### config.mk
export PLATFORM = sky130hd
export DESIGN_NAME = median5_spike_reject_filter_top
export DESIGN_NICKNAME = d
export VERILOG_FILES = /design/src/rtl/m5srf_pkg.sv /design/src/rtl/m5srf_front.sv /design/src/rtl/m5srf_queue.sv /design/src/rtl/m5srf_back.sv /design/src/rtl/median5_spike_reject_filter_top.sv
export VERILOG_INCLUDE_DIRS = /design/src /design/src/rtl
export SDC_FILE = /design/constraint.sdc
export NUM_CORES = 1
export LEC_CHECK = 0
export BUFFER_PORTS_ARGS = -buffer_cell sky130_fd_sc_hd__clkbuf_2
export CAP_MARGIN = 20
export CORE_UTILIZATION = 68
export DETAILED_ROUTE_END_ITERATION = 6
export HOLD_SLACK_MARGIN = 0.1
export PLACE_DENSITY = 0.92
export SLEW_MARGIN = 25
export SYNTH_ARGS = -nofsm -noshare
export SYNTH_HDL_FRONTEND = slang
export SYNTH_HIERARCHICAL = 1
export SYNTH_SLANG_ARGS = --single-unit
### constraint.sdc
create_clock -name clock -period 10.6 [get_ports clock]
set_input_delay 2.12 -clock clock [delete_from_list [all_inputs] [get_ports clock]]
set_output_delay 2.12 -clock clock [all_outputs]
set_load 0.1 [all_outputs]
### src/rtl/median5_spike_reject_filter_top_defines.svh
// Assertion macros used by the spike reject filter queue.
`ifndef MEDIAN5_SPIKE_REJECT_FILTER_TOP_DEFINES_SVH
`define MEDIAN5_SPIKE_REJECT_FILTER_TOP_DEFINES_SVH

// Same-cycle implication, disabled during reset.
`define M5SRF_ASSERT_NOW(label, clk, rst, ante, cons) \
   label: assert property (@(posedge clk) disable iff (rst) (ante) |-> (cons)) \
      else $error("m5srf assertion failed");

// Next-cycle implication, disabled during reset.
`define M5SRF_ASSERT_NEXT(label, clk, rst, ante, cons) \
   label: assert property (@(posedge clk) disable iff (rst) (ante) |=> (cons)) \
      else $error("m5srf assertion failed");

`endif

### src/rtl/m5srf_pkg.sv
// Shared constants and types of the spike reject filter.
`timescale 1ns / 1ps
package m5srf_pkg;

   localparam int WINDOW_LEN   = 5;
   localparam int NUM_CHANNELS = 4;
   localparam int MM_W         = 14;
   localparam int CH_W         = 2;
   localparam int MED_IDX      = WINDOW_LEN / 2;
   localparam int RANK_W       = $clog2(WINDOW_LEN + 1);

   // 3 inches rounded to whole millimeters
   localparam logic [MM_W-1:0] THRESH_RESET = MM_W'(76);

   // decoupling queue between front and back
   localparam int QUEUE_DEPTH = 2;
   localparam int QPTR_W      = (QUEUE_DEPTH > 1) ? $clog2(QUEUE_DEPTH) : 1;
   localparam int QCNT_W      = $clog2(QUEUE_DEPTH + 1);

   typedef logic [WINDOW_LEN-1:0][MM_W-1:0] window_type;

   // one classified word handed from front to back
   typedef struct packed {
      logic [CH_W-1:0] channel;
      logic            in_range;
      window_type      taps;      // oldest at 0, newest at WINDOW_LEN-1
   } item_type;

endpackage

### src/rtl/m5srf_front.sv
// Front end: accepts words, updates the per-channel windows, classifies.
`timescale 1ns / 1ps
module m5srf_front
   import m5srf_pkg::*;
(
   input  logic            clock,
   input  logic            reset,
   input  logic            req_valid,
   output logic            req_ready,
   input  logic [CH_W-1:0] req_channel,
   input  logic [MM_W-1:0] req_distance_mm,
   output logic            push_valid,
   input  logic            push_ready,
   output item_type        push_item
);

   window_type windows_ff [NUM_CHANNELS];
   window_type window_in;
   logic       in_range;
   logic       accept;

   assign in_range   = (32'(req_channel) < NUM_CHANNELS);
   assign push_valid = req_valid;
   assign req_ready  = push_ready;
   assign accept     = req_valid && push_ready;

   // shifted window: oldest drops out, new sample enters at the top
   always_comb begin
      window_in = '0;
      if (in_range) begin
         for (int i = 0; i < WINDOW_LEN - 1; i++) begin
            window_in[i] = windows_ff[req_channel][i + 1];
         end
      end
      window_in[WINDOW_LEN-1] = req_distance_mm;
   end

   assign push_item.channel  = req_channel;
   assign push_item.in_range = in_range;
   assign push_item.taps     = window_in;

   // window storage, cleared at reset
   always_ff @(posedge clock) begin
      if (reset) begin
         for (int c = 0; c < NUM_CHANNELS; c++) begin
            windows_ff[c] <= '0;
         end
      end else if (accept && in_range) begin
         windows_ff[req_channel] <= window_in;
      end
   end

endmodule

### src/rtl/m5srf_queue.sv
// Short queue between the front and back ends.
`timescale 1ns / 1ps
`include "median5_spike_reject_filter_top_defines.svh"
module m5srf_queue
   import m5srf_pkg::*;
(
   input  logic     clock,
   input  logic     reset,
   input  logic     push_valid,
   output logic     push_ready,
   input  item_type push_item,
   output logic     pop_valid,
   input  logic     pop_ready,
   output item_type pop_item
);

   item_type            slots_ff [QUEUE_DEPTH];
   logic [QPTR_W-1:0]   wr_ptr_ff, wr_ptr_in;
   logic [QPTR_W-1:0]   rd_ptr_ff, rd_ptr_in;
   logic [QCNT_W-1:0]   count_ff, count_in;
   logic                push, pop;

   assign push_ready = (32'(count_ff) < QUEUE_DEPTH);
   assign pop_valid  = (count_ff != '0);
   assign push       = push_valid && push_ready;
   assign pop        = pop_valid && pop_ready;
   assign pop_item   = slots_ff[rd_ptr_ff];

   // pointer and fill bookkeeping
   always_comb begin
      wr_ptr_in = wr_ptr_ff;
      rd_ptr_in = rd_ptr_ff;
      count_in  = count_ff;
      if (push) begin
         wr_ptr_in = (32'(wr_ptr_ff) == QUEUE_DEPTH - 1) ? '0 : wr_ptr_ff + 1'b1;
      end
      if (pop) begin
         rd_ptr_in = (32'(rd_ptr_ff) == QUEUE_DEPTH - 1) ? '0 : rd_ptr_ff + 1'b1;
      end
      if (push && !pop) begin
         count_in = count_ff + 1'b1;
      end else if (pop && !push) begin
         count_in = count_ff - 1'b1;
      end
   end

   always_ff @(posedge clock) begin
      if (reset) begin
         wr_ptr_ff <= '0;
         rd_ptr_ff <= '0;
         count_ff  <= '0;
      end else begin
         wr_ptr_ff <= wr_ptr_in;
         rd_ptr_ff <= rd_ptr_in;
         count_ff  <= count_in;
      end
   end

   // payload slots
   always_ff @(posedge clock) begin
      if (push) begin
         slots_ff[wr_ptr_ff] <= push_item;
      end
   end

   `M5SRF_ASSERT_NOW(a_count_bound, clock, reset, 1'b1, 32'(count_ff) <= QUEUE_DEPTH)
   `M5SRF_ASSERT_NEXT(a_push_grows, clock, reset, push && !pop, count_ff == $past(count_ff) + 1'b1)
   `M5SRF_ASSERT_NEXT(a_head_holds, clock, reset, pop_valid && !pop_ready, $stable(pop_item))

endmodule

### src/rtl/m5srf_back.sv
// Back end: median of the window, spike test and output register.
`timescale 1ns / 1ps
module m5srf_back
   import m5srf_pkg::*;
(
   input  logic            clock,
   input  logic            reset,
   input  logic            csr_valid,
   output logic            csr_ready,
   input  logic [MM_W-1:0] csr_spike_threshold_mm,
   input  logic            pop_valid,
   output logic            pop_ready,
   input  item_type        pop_item,
   output logic            rsp_valid,
   input  logic            rsp_ready,
   output logic [CH_W-1:0] rsp_channel_out,
   output logic [MM_W-1:0] rsp_filtered_mm,
   output logic            rsp_spike_flag
);

   logic [MM_W-1:0] thresh_ff;

   logic            s1_valid_ff;
   logic [CH_W-1:0] s1_channel_ff;
   logic            s1_in_range_ff;
   logic [MM_W-1:0] s1_median_ff, s1_median_in;
   logic [MM_W-1:0] s1_prev_ff;
   logic [MM_W-1:0] s1_raw_ff;

   logic            out_valid_ff;
   logic [CH_W-1:0] out_channel_ff;
   logic [MM_W-1:0] out_filtered_ff, out_filtered_in;
   logic            out_spike_ff, out_spike_in;

   logic            out_adv, s1_adv;
   logic [MM_W-1:0] diff;

   // threshold register, always writable
   assign csr_ready = 1'b1;
   always_ff @(posedge clock) begin
      if (reset) begin
         thresh_ff <= THRESH_RESET;
      end else if (csr_valid) begin
         thresh_ff <= csr_spike_threshold_mm;
      end
   end

   // pipeline advance
   assign out_adv   = !out_valid_ff || rsp_ready;
   assign s1_adv    = !s1_valid_ff || out_adv;
   assign pop_ready = s1_adv;

   // median by rank: ties broken by position, pick rank MED_IDX
   always_comb begin
      logic [WINDOW_LEN-1:0] below;
      s1_median_in = '0;
      for (int i = 0; i < WINDOW_LEN; i++) begin
         below = '0;
         for (int j = 0; j < WINDOW_LEN; j++) begin
            below[j] = (pop_item.taps[j] < pop_item.taps[i]) ||
                       ((pop_item.taps[j] == pop_item.taps[i]) && (j < i));
         end
         if (RANK_W'($countones(below)) == RANK_W'(MED_IDX)) begin
            s1_median_in = pop_item.taps[i];
         end
      end
   end

   // stage 1: median and previous sample
   always_ff @(posedge clock) begin
      if (reset) begin
         s1_valid_ff <= 1'b0;
      end else if (s1_adv) begin
         s1_valid_ff <= pop_valid;
      end
   end

   always_ff @(posedge clock) begin
      if (s1_adv && pop_valid) begin
         s1_channel_ff  <= pop_item.channel;
         s1_in_range_ff <= pop_item.in_range;
         s1_median_ff   <= s1_median_in;
         s1_prev_ff     <= pop_item.taps[WINDOW_LEN-2];
         s1_raw_ff      <= pop_item.taps[WINDOW_LEN-1];
      end
   end

   // spike test against the threshold
   assign diff = (s1_prev_ff > s1_median_ff) ? (s1_prev_ff - s1_median_ff)
                                             : (s1_median_ff - s1_prev_ff);

   always_comb begin
      if (!s1_in_range_ff) begin
         out_filtered_in = s1_raw_ff;
         out_spike_in    = 1'b0;
      end else if (diff > thresh_ff) begin
         out_filtered_in = s1_prev_ff;
         out_spike_in    = 1'b1;
      end else begin
         out_filtered_in = s1_median_ff;
         out_spike_in    = 1'b0;
      end
   end

   // output register
   always_ff @(posedge clock) begin
      if (reset) begin
         out_valid_ff <= 1'b0;
      end else if (out_adv) begin
         out_valid_ff <= s1_valid_ff;
      end
   end

   always_ff @(posedge clock) begin
      if (out_adv && s1_valid_ff) begin
         out_channel_ff  <= s1_channel_ff;
         out_filtered_ff <= out_filtered_in;
         out_spike_ff    <= out_spike_in;
      end
   end

   assign rsp_valid       = out_valid_ff;
   assign rsp_channel_out = out_channel_ff;
   assign rsp_filtered_mm = out_filtered_ff;
   assign rsp_spike_flag  = out_spike_ff;

endmodule

### src/rtl/median5_spike_reject_filter_top.sv
// Top level of the four-channel median spike reject filter.
//
// Usage:
//   req_ channel: one word per sample (channel, distance in mm). Each word
//   goes into its channel's five-sample window, oldest sample dropped.
//   rsp_ channel: one word per request, in request order: the channel,
//   the window median, or the previous sample with the spike flag set
//   when the median is further from it than the threshold.
//   csr_ channel: writes the spike threshold in mm; always ready. Write
//   only while no request is in flight.
// Throughput: one word per cycle while rsp_ready is high, set by the front end
//   window update and the single-pass median/spike pipeline in the back end.
// Path: an accepted word passes through the queue slot, the median stage
//   and the output register before it can be taken from rsp_.
// Stall: when rsp_ready is low, the output holds; the back end pipeline
//   and the two-entry queue fill, then req_ready drops.
// Reset: synchronous; windows clear to zero, threshold returns to 76 mm,
//   queue and pipeline empty.
`timescale 1ns / 1ps
module median5_spike_reject_filter_top
   import m5srf_pkg::*;
(
   input  logic            clock,
   input  logic            reset,
   input  logic            csr_valid,
   output logic            csr_ready,
   input  logic [MM_W-1:0] csr_spike_threshold_mm,
   input  logic            req_valid,
   output logic            req_ready,
   input  logic [CH_W-1:0] req_channel,
   input  logic [MM_W-1:0] req_distance_mm,
   output logic            rsp_valid,
   input  logic            rsp_ready,
   output logic [CH_W-1:0] rsp_channel_out,
   output logic [MM_W-1:0] rsp_filtered_mm,
   output logic            rsp_spike_flag
);

   logic     push_valid, push_ready;
   item_type push_item;
   logic     pop_valid, pop_ready;
   item_type pop_item;

   m5srf_front u_front (
      .clock           (clock),
      .reset           (reset),
      .req_valid       (req_valid),
      .req_ready       (req_ready),
      .req_channel     (req_channel),
      .req_distance_mm (req_distance_mm),
      .push_valid      (push_valid),
      .push_ready      (push_ready),
      .push_item       (push_item)
   );

   m5srf_queue u_queue (
      .clock      (clock),
      .reset      (reset),
      .push_valid (push_valid),
      .push_ready (push_ready),
      .push_item  (push_item),
      .pop_valid  (pop_valid),
      .pop_ready  (pop_ready),
      .pop_item   (pop_item)
   );

   m5srf_back u_back (
      .clock                  (clock),
      .reset                  (reset),
      .csr_valid              (csr_valid),
      .csr_ready              (csr_ready),
      .csr_spike_threshold_mm (csr_spike_threshold_mm),
      .pop_valid              (pop_valid),
      .pop_ready              (pop_ready),
      .pop_item               (pop_item),
      .rsp_valid              (rsp_valid),
      .rsp_ready              (rsp_ready),
      .rsp_channel_out        (rsp_channel_out),
      .rsp_filtered_mm        (rsp_filtered_mm),
      .rsp_spike_flag         (rsp_spike_flag)
   );

endmodule

==> results.toml <==
[job]
max-cap-violations = 0

[setup_path]
timing.critical_path.cells = "buf_4 -> mux2_2 -> inv_1 -> ha_1 -> nor2b_1 -> o21a_1 -> o21a_1 -> o21a_1 -> o21ai_0 -> a21oi_1 -> o21ai_0 -> ha_1 -> fa_1 -> ha_1 -> nor3b_2 -> buf_4 -> a211oi_1 -> a211oi_1 -> a21oi_1"
setup.worst_path.class = "register to register"
rrSetupSlack_ns = 4.35
critical_path.slowest_cell = "buf_4"
depth_of_the_worst_register_to_register_path = 19
max_stage_delay_ns = 0.66
crit_fanout = 54
worstPathRequired_ns = 10.90
crit_arrival_ns = 6.55
worst_setup_path_start_kind = "register"
critPathCaptureType = "register"

[pwr]
p_leak_nw = 10.9
maximum_vdd_drop_mv = 0.381
power-per-cell-area_nw_per_um2 = 349

[floorplanning]
die_y_um = 191
dieWidth_um = 191
starting_density_pct = 69.8
fp-row-count = 68
die_area_sq_um = 36500
number_of_top_level_design_ports = 55
core_area_sq_um = 34900

[clocking]
cts_repair_resize_count = 0
clkSlewWorstSetupHoldPaths_ns = 0.06
worst_skew_pair.late_latency_ns = 0.59
clock_buffers_created_by_tritoncts = 45
htreeDepth = 2
cts_post_setup_buffers_inserted = 0
cts_buffer_depth = 3
clkSinkCount = 453
post_cts_hold_buffer_count = 0
clock_tree_from_tritoncts = "built"
cts_root_buffer = "clkbuf_16"

[finish]
filler_cell_count = 2050
fin_nets = 2111
drive_above_1_share_pct = 13.5
syn_to_final_growth_pct = 7.19
stdcell_count = 2364

[placement]
dp_hpwl_um = 37700
port-buffer-count = 53
post-place-cells = 2283
gp_congestion = 0.919

[sta]
hold_violations = 0
tightest_slew_ns = 1.02
fmaxAchievable_mhz = 160
finalMaxSlewViolations = 0
grt_setup_unrepaired = "false"
finalCriticalPeriod_ns = 6.25
fin_skew_ns = 0.0346
timing.setup.tns_ns = 0
setup_viol_count_final = 0
slew-limit-headroom_pct = 31.6
timing.final.crit_share_pct = 58.9

[yosys]
synth_top_cell_area_share_pct = 53.3
synth.yosys.seq_area_share_pct = 55.0
synthesis.instances = 1878
synth_xor_area_share_pct = 0.576
synth_adder_area_share_pct = 10.6
ys_top_cells_by_area = "edfxtp_1 (53%), ha_1 (9.9%), mux2i_1 (5.9%), mux2_2 (3.4%), and3_1 (2.6%)"
synthDistinctLibCells = 70
synth_seq_cells = 453
synth_mux_area_share_pct = 10.7
synth_compound_area_share_pct = 9.17
simple_gate_share_of_the_synthesized_area_pct = 8.73
synth-edff-count = 432
combinational_family_with_the_most_area_after_synthesis = "multiplexers"
synth-warning-count = 6
synth_fp_nets = 2114
main_flop_type_after_synthesis = "edfxtp_1"
postSynth.asyncResetShare_pct = 0
yosys_top_cell_by_area = "edfxtp_1"
ys_top_cells_by_count = "edfxtp_1 (432), ha_1 (193), mux2i_1 (143)"
synth.cell_area_sq_um = 24300
synth_most_common_cell = "edfxtp_1"
post_synth.cell_area_avg_sq_um = 13.0

[global_routing]
globalRouteMet1Util_pct = 43.4
grt_max_degree = 100
grt_antenna_before_repair = 3
top_usage_layer = "met2"
grt_use_total_pct = 32.9
grt_util_met2_pct = 55.3
grt_first_pass_wirelength_um = 90100
use_met3_pct = 5.64
grt-ovfl-total = 0
vias_in_the_first_global_route = 15660

[run_status]
outcome = "finished clean"

[drt]
firstDrtPassIters = 5
num_vias = 16071
ant_nets = 0
route.final.wire_length_um = 60000
vias_per_cell = 6.80
detail_route.iter0.violations = 2132
drt_drc_violations_left = 0
wire_per_inst_um = 25.4

[min_path]
whs_path_depth = 0
timing.hold.worst.class = "register to register"
-- sequential cells by signal, indices dropped and copies added (netlist names), named ones only --
name,cells
u_front/windows_ff,224
u_queue/slots_ff,146
u_back/rsp_filtered_mm,14
u_back/s1_median_ff,14
u_back/s1_prev_ff,14
u_back/s1_raw_ff,14
u_back/thresh_ff,14
u_back/rsp_channel_out,2
u_back/s1_channel_ff,2
u_queue/count_ff,2
u_back/rsp_spike_flag,1
u_back/rsp_valid,1
u_back/s1_in_range_ff,1
u_back/s1_valid_ff,1
u_queue/rd_ptr_ff,1
u_queue/wr_ptr_ff,1
-- cell type report --
class                   instances  area (sq um)  share of cell area (%)
flip-flops and latches        453         13400                    51.3
diodes                          1          2.50                 0.00959
clock buffers                  54          1160                    4.45
clock inverters                26           263                    1.01
repair buffers                 70           402                    1.54
inverters                     136           510                    1.96
multi-input cells            1169          9790                    37.5
well taps                     455           569                    2.18
-- worst paths after layout --
check | startpoint | endpoint
max | register | u_back/s1_median_ff[12]
min | u_back/s1_channel_ff[1] | u_back/rsp_channel_out[1]
max reg2reg | register | u_back/s1_median_ff[12]
min reg2reg | u_back/s1_channel_ff[1] | u_back/rsp_channel_out[1]
-- metrics by stage --
step / hold WS [ns] / power [mW] / util, % / area, sq um / setup WS, ns
floorplan: 0.400 / 6.29 / - / 24300 / 4.46
global placement: 0.404 / 7.19 / 70.6 / 24600 / 4.81
detailed placement: 0.415 / 7.40 / 70.7 / 24700 / 4.63
CTS: 0.427 / 9.01 / 74.7 / 26100 / 4.51
global route: 0.434 / 9.67 / 74.8 / 26100 / 4.06
finish: 0.427 / 9.10 / 74.8 / 26100 / 4.35
-- kinds of logic (layout without fill, tap and decap cells) --
kind of cell    count (synthesis)  after routing
flops                         453            453
simple gates                  387            387
compound gates                331            331
buf+inv                       256            286
mux                           232            232
fa+ha+maj                     201            201
xor+xnor                       16             16
other cells                     2              3
-- power by group --
part / switching, mW / internal [mW]
sequential: 0.163 / 2.48
combinational: 3.05 / 1.85
clock: 0.675 / 0.881
total: 3.88 / 5.22
-- routing by layer --
| layer | vias up | wire length, um |
|---|---|---|
| met3 | 165 | 5600 |
| met2 | 1007 | 29700 |
| met5 | - | 0 |
| met1 | 7792 | 22800 |
| li1 | 7107 | - |
| met4 | 0 | 1870 |
-- worst max-delay path, delay by kind of cell, from the launching register on --
kind | cells | cell delay (ns)
AO/OA/AOI/OAI | 9 | 1.66
adder cells (fa/ha/maj) | 4 | 1.25
buffers and inverters | 3 | 1.13
AND/OR/NAND/NOR | 2 | 0.76
flip-flops | 1 | 0.63
multiplexers | 1 | 0.47
-- cell usage in the layout (no fill, tap or decap), types with 16 or more instances in the layout --
cell type  count
mux2i_1      143
dfxtp_1       20
buf_4         18
ha_1         193
a211oi_1      33
o22ai_1       42
clkbuf_16     45
mux2_2        74
clkbuf_2      51
edfxtp_1     432
nor2_1        91
a21o_1        65
o21a_1        17
o21ai_0       30
and3_1       100
nand2_1       32
a21oi_1       68
nand3_1       18
nand4_1       32
inv_1        136
nor3_1        59
a22oi_1       16
(Power assumes the default switching activity.)
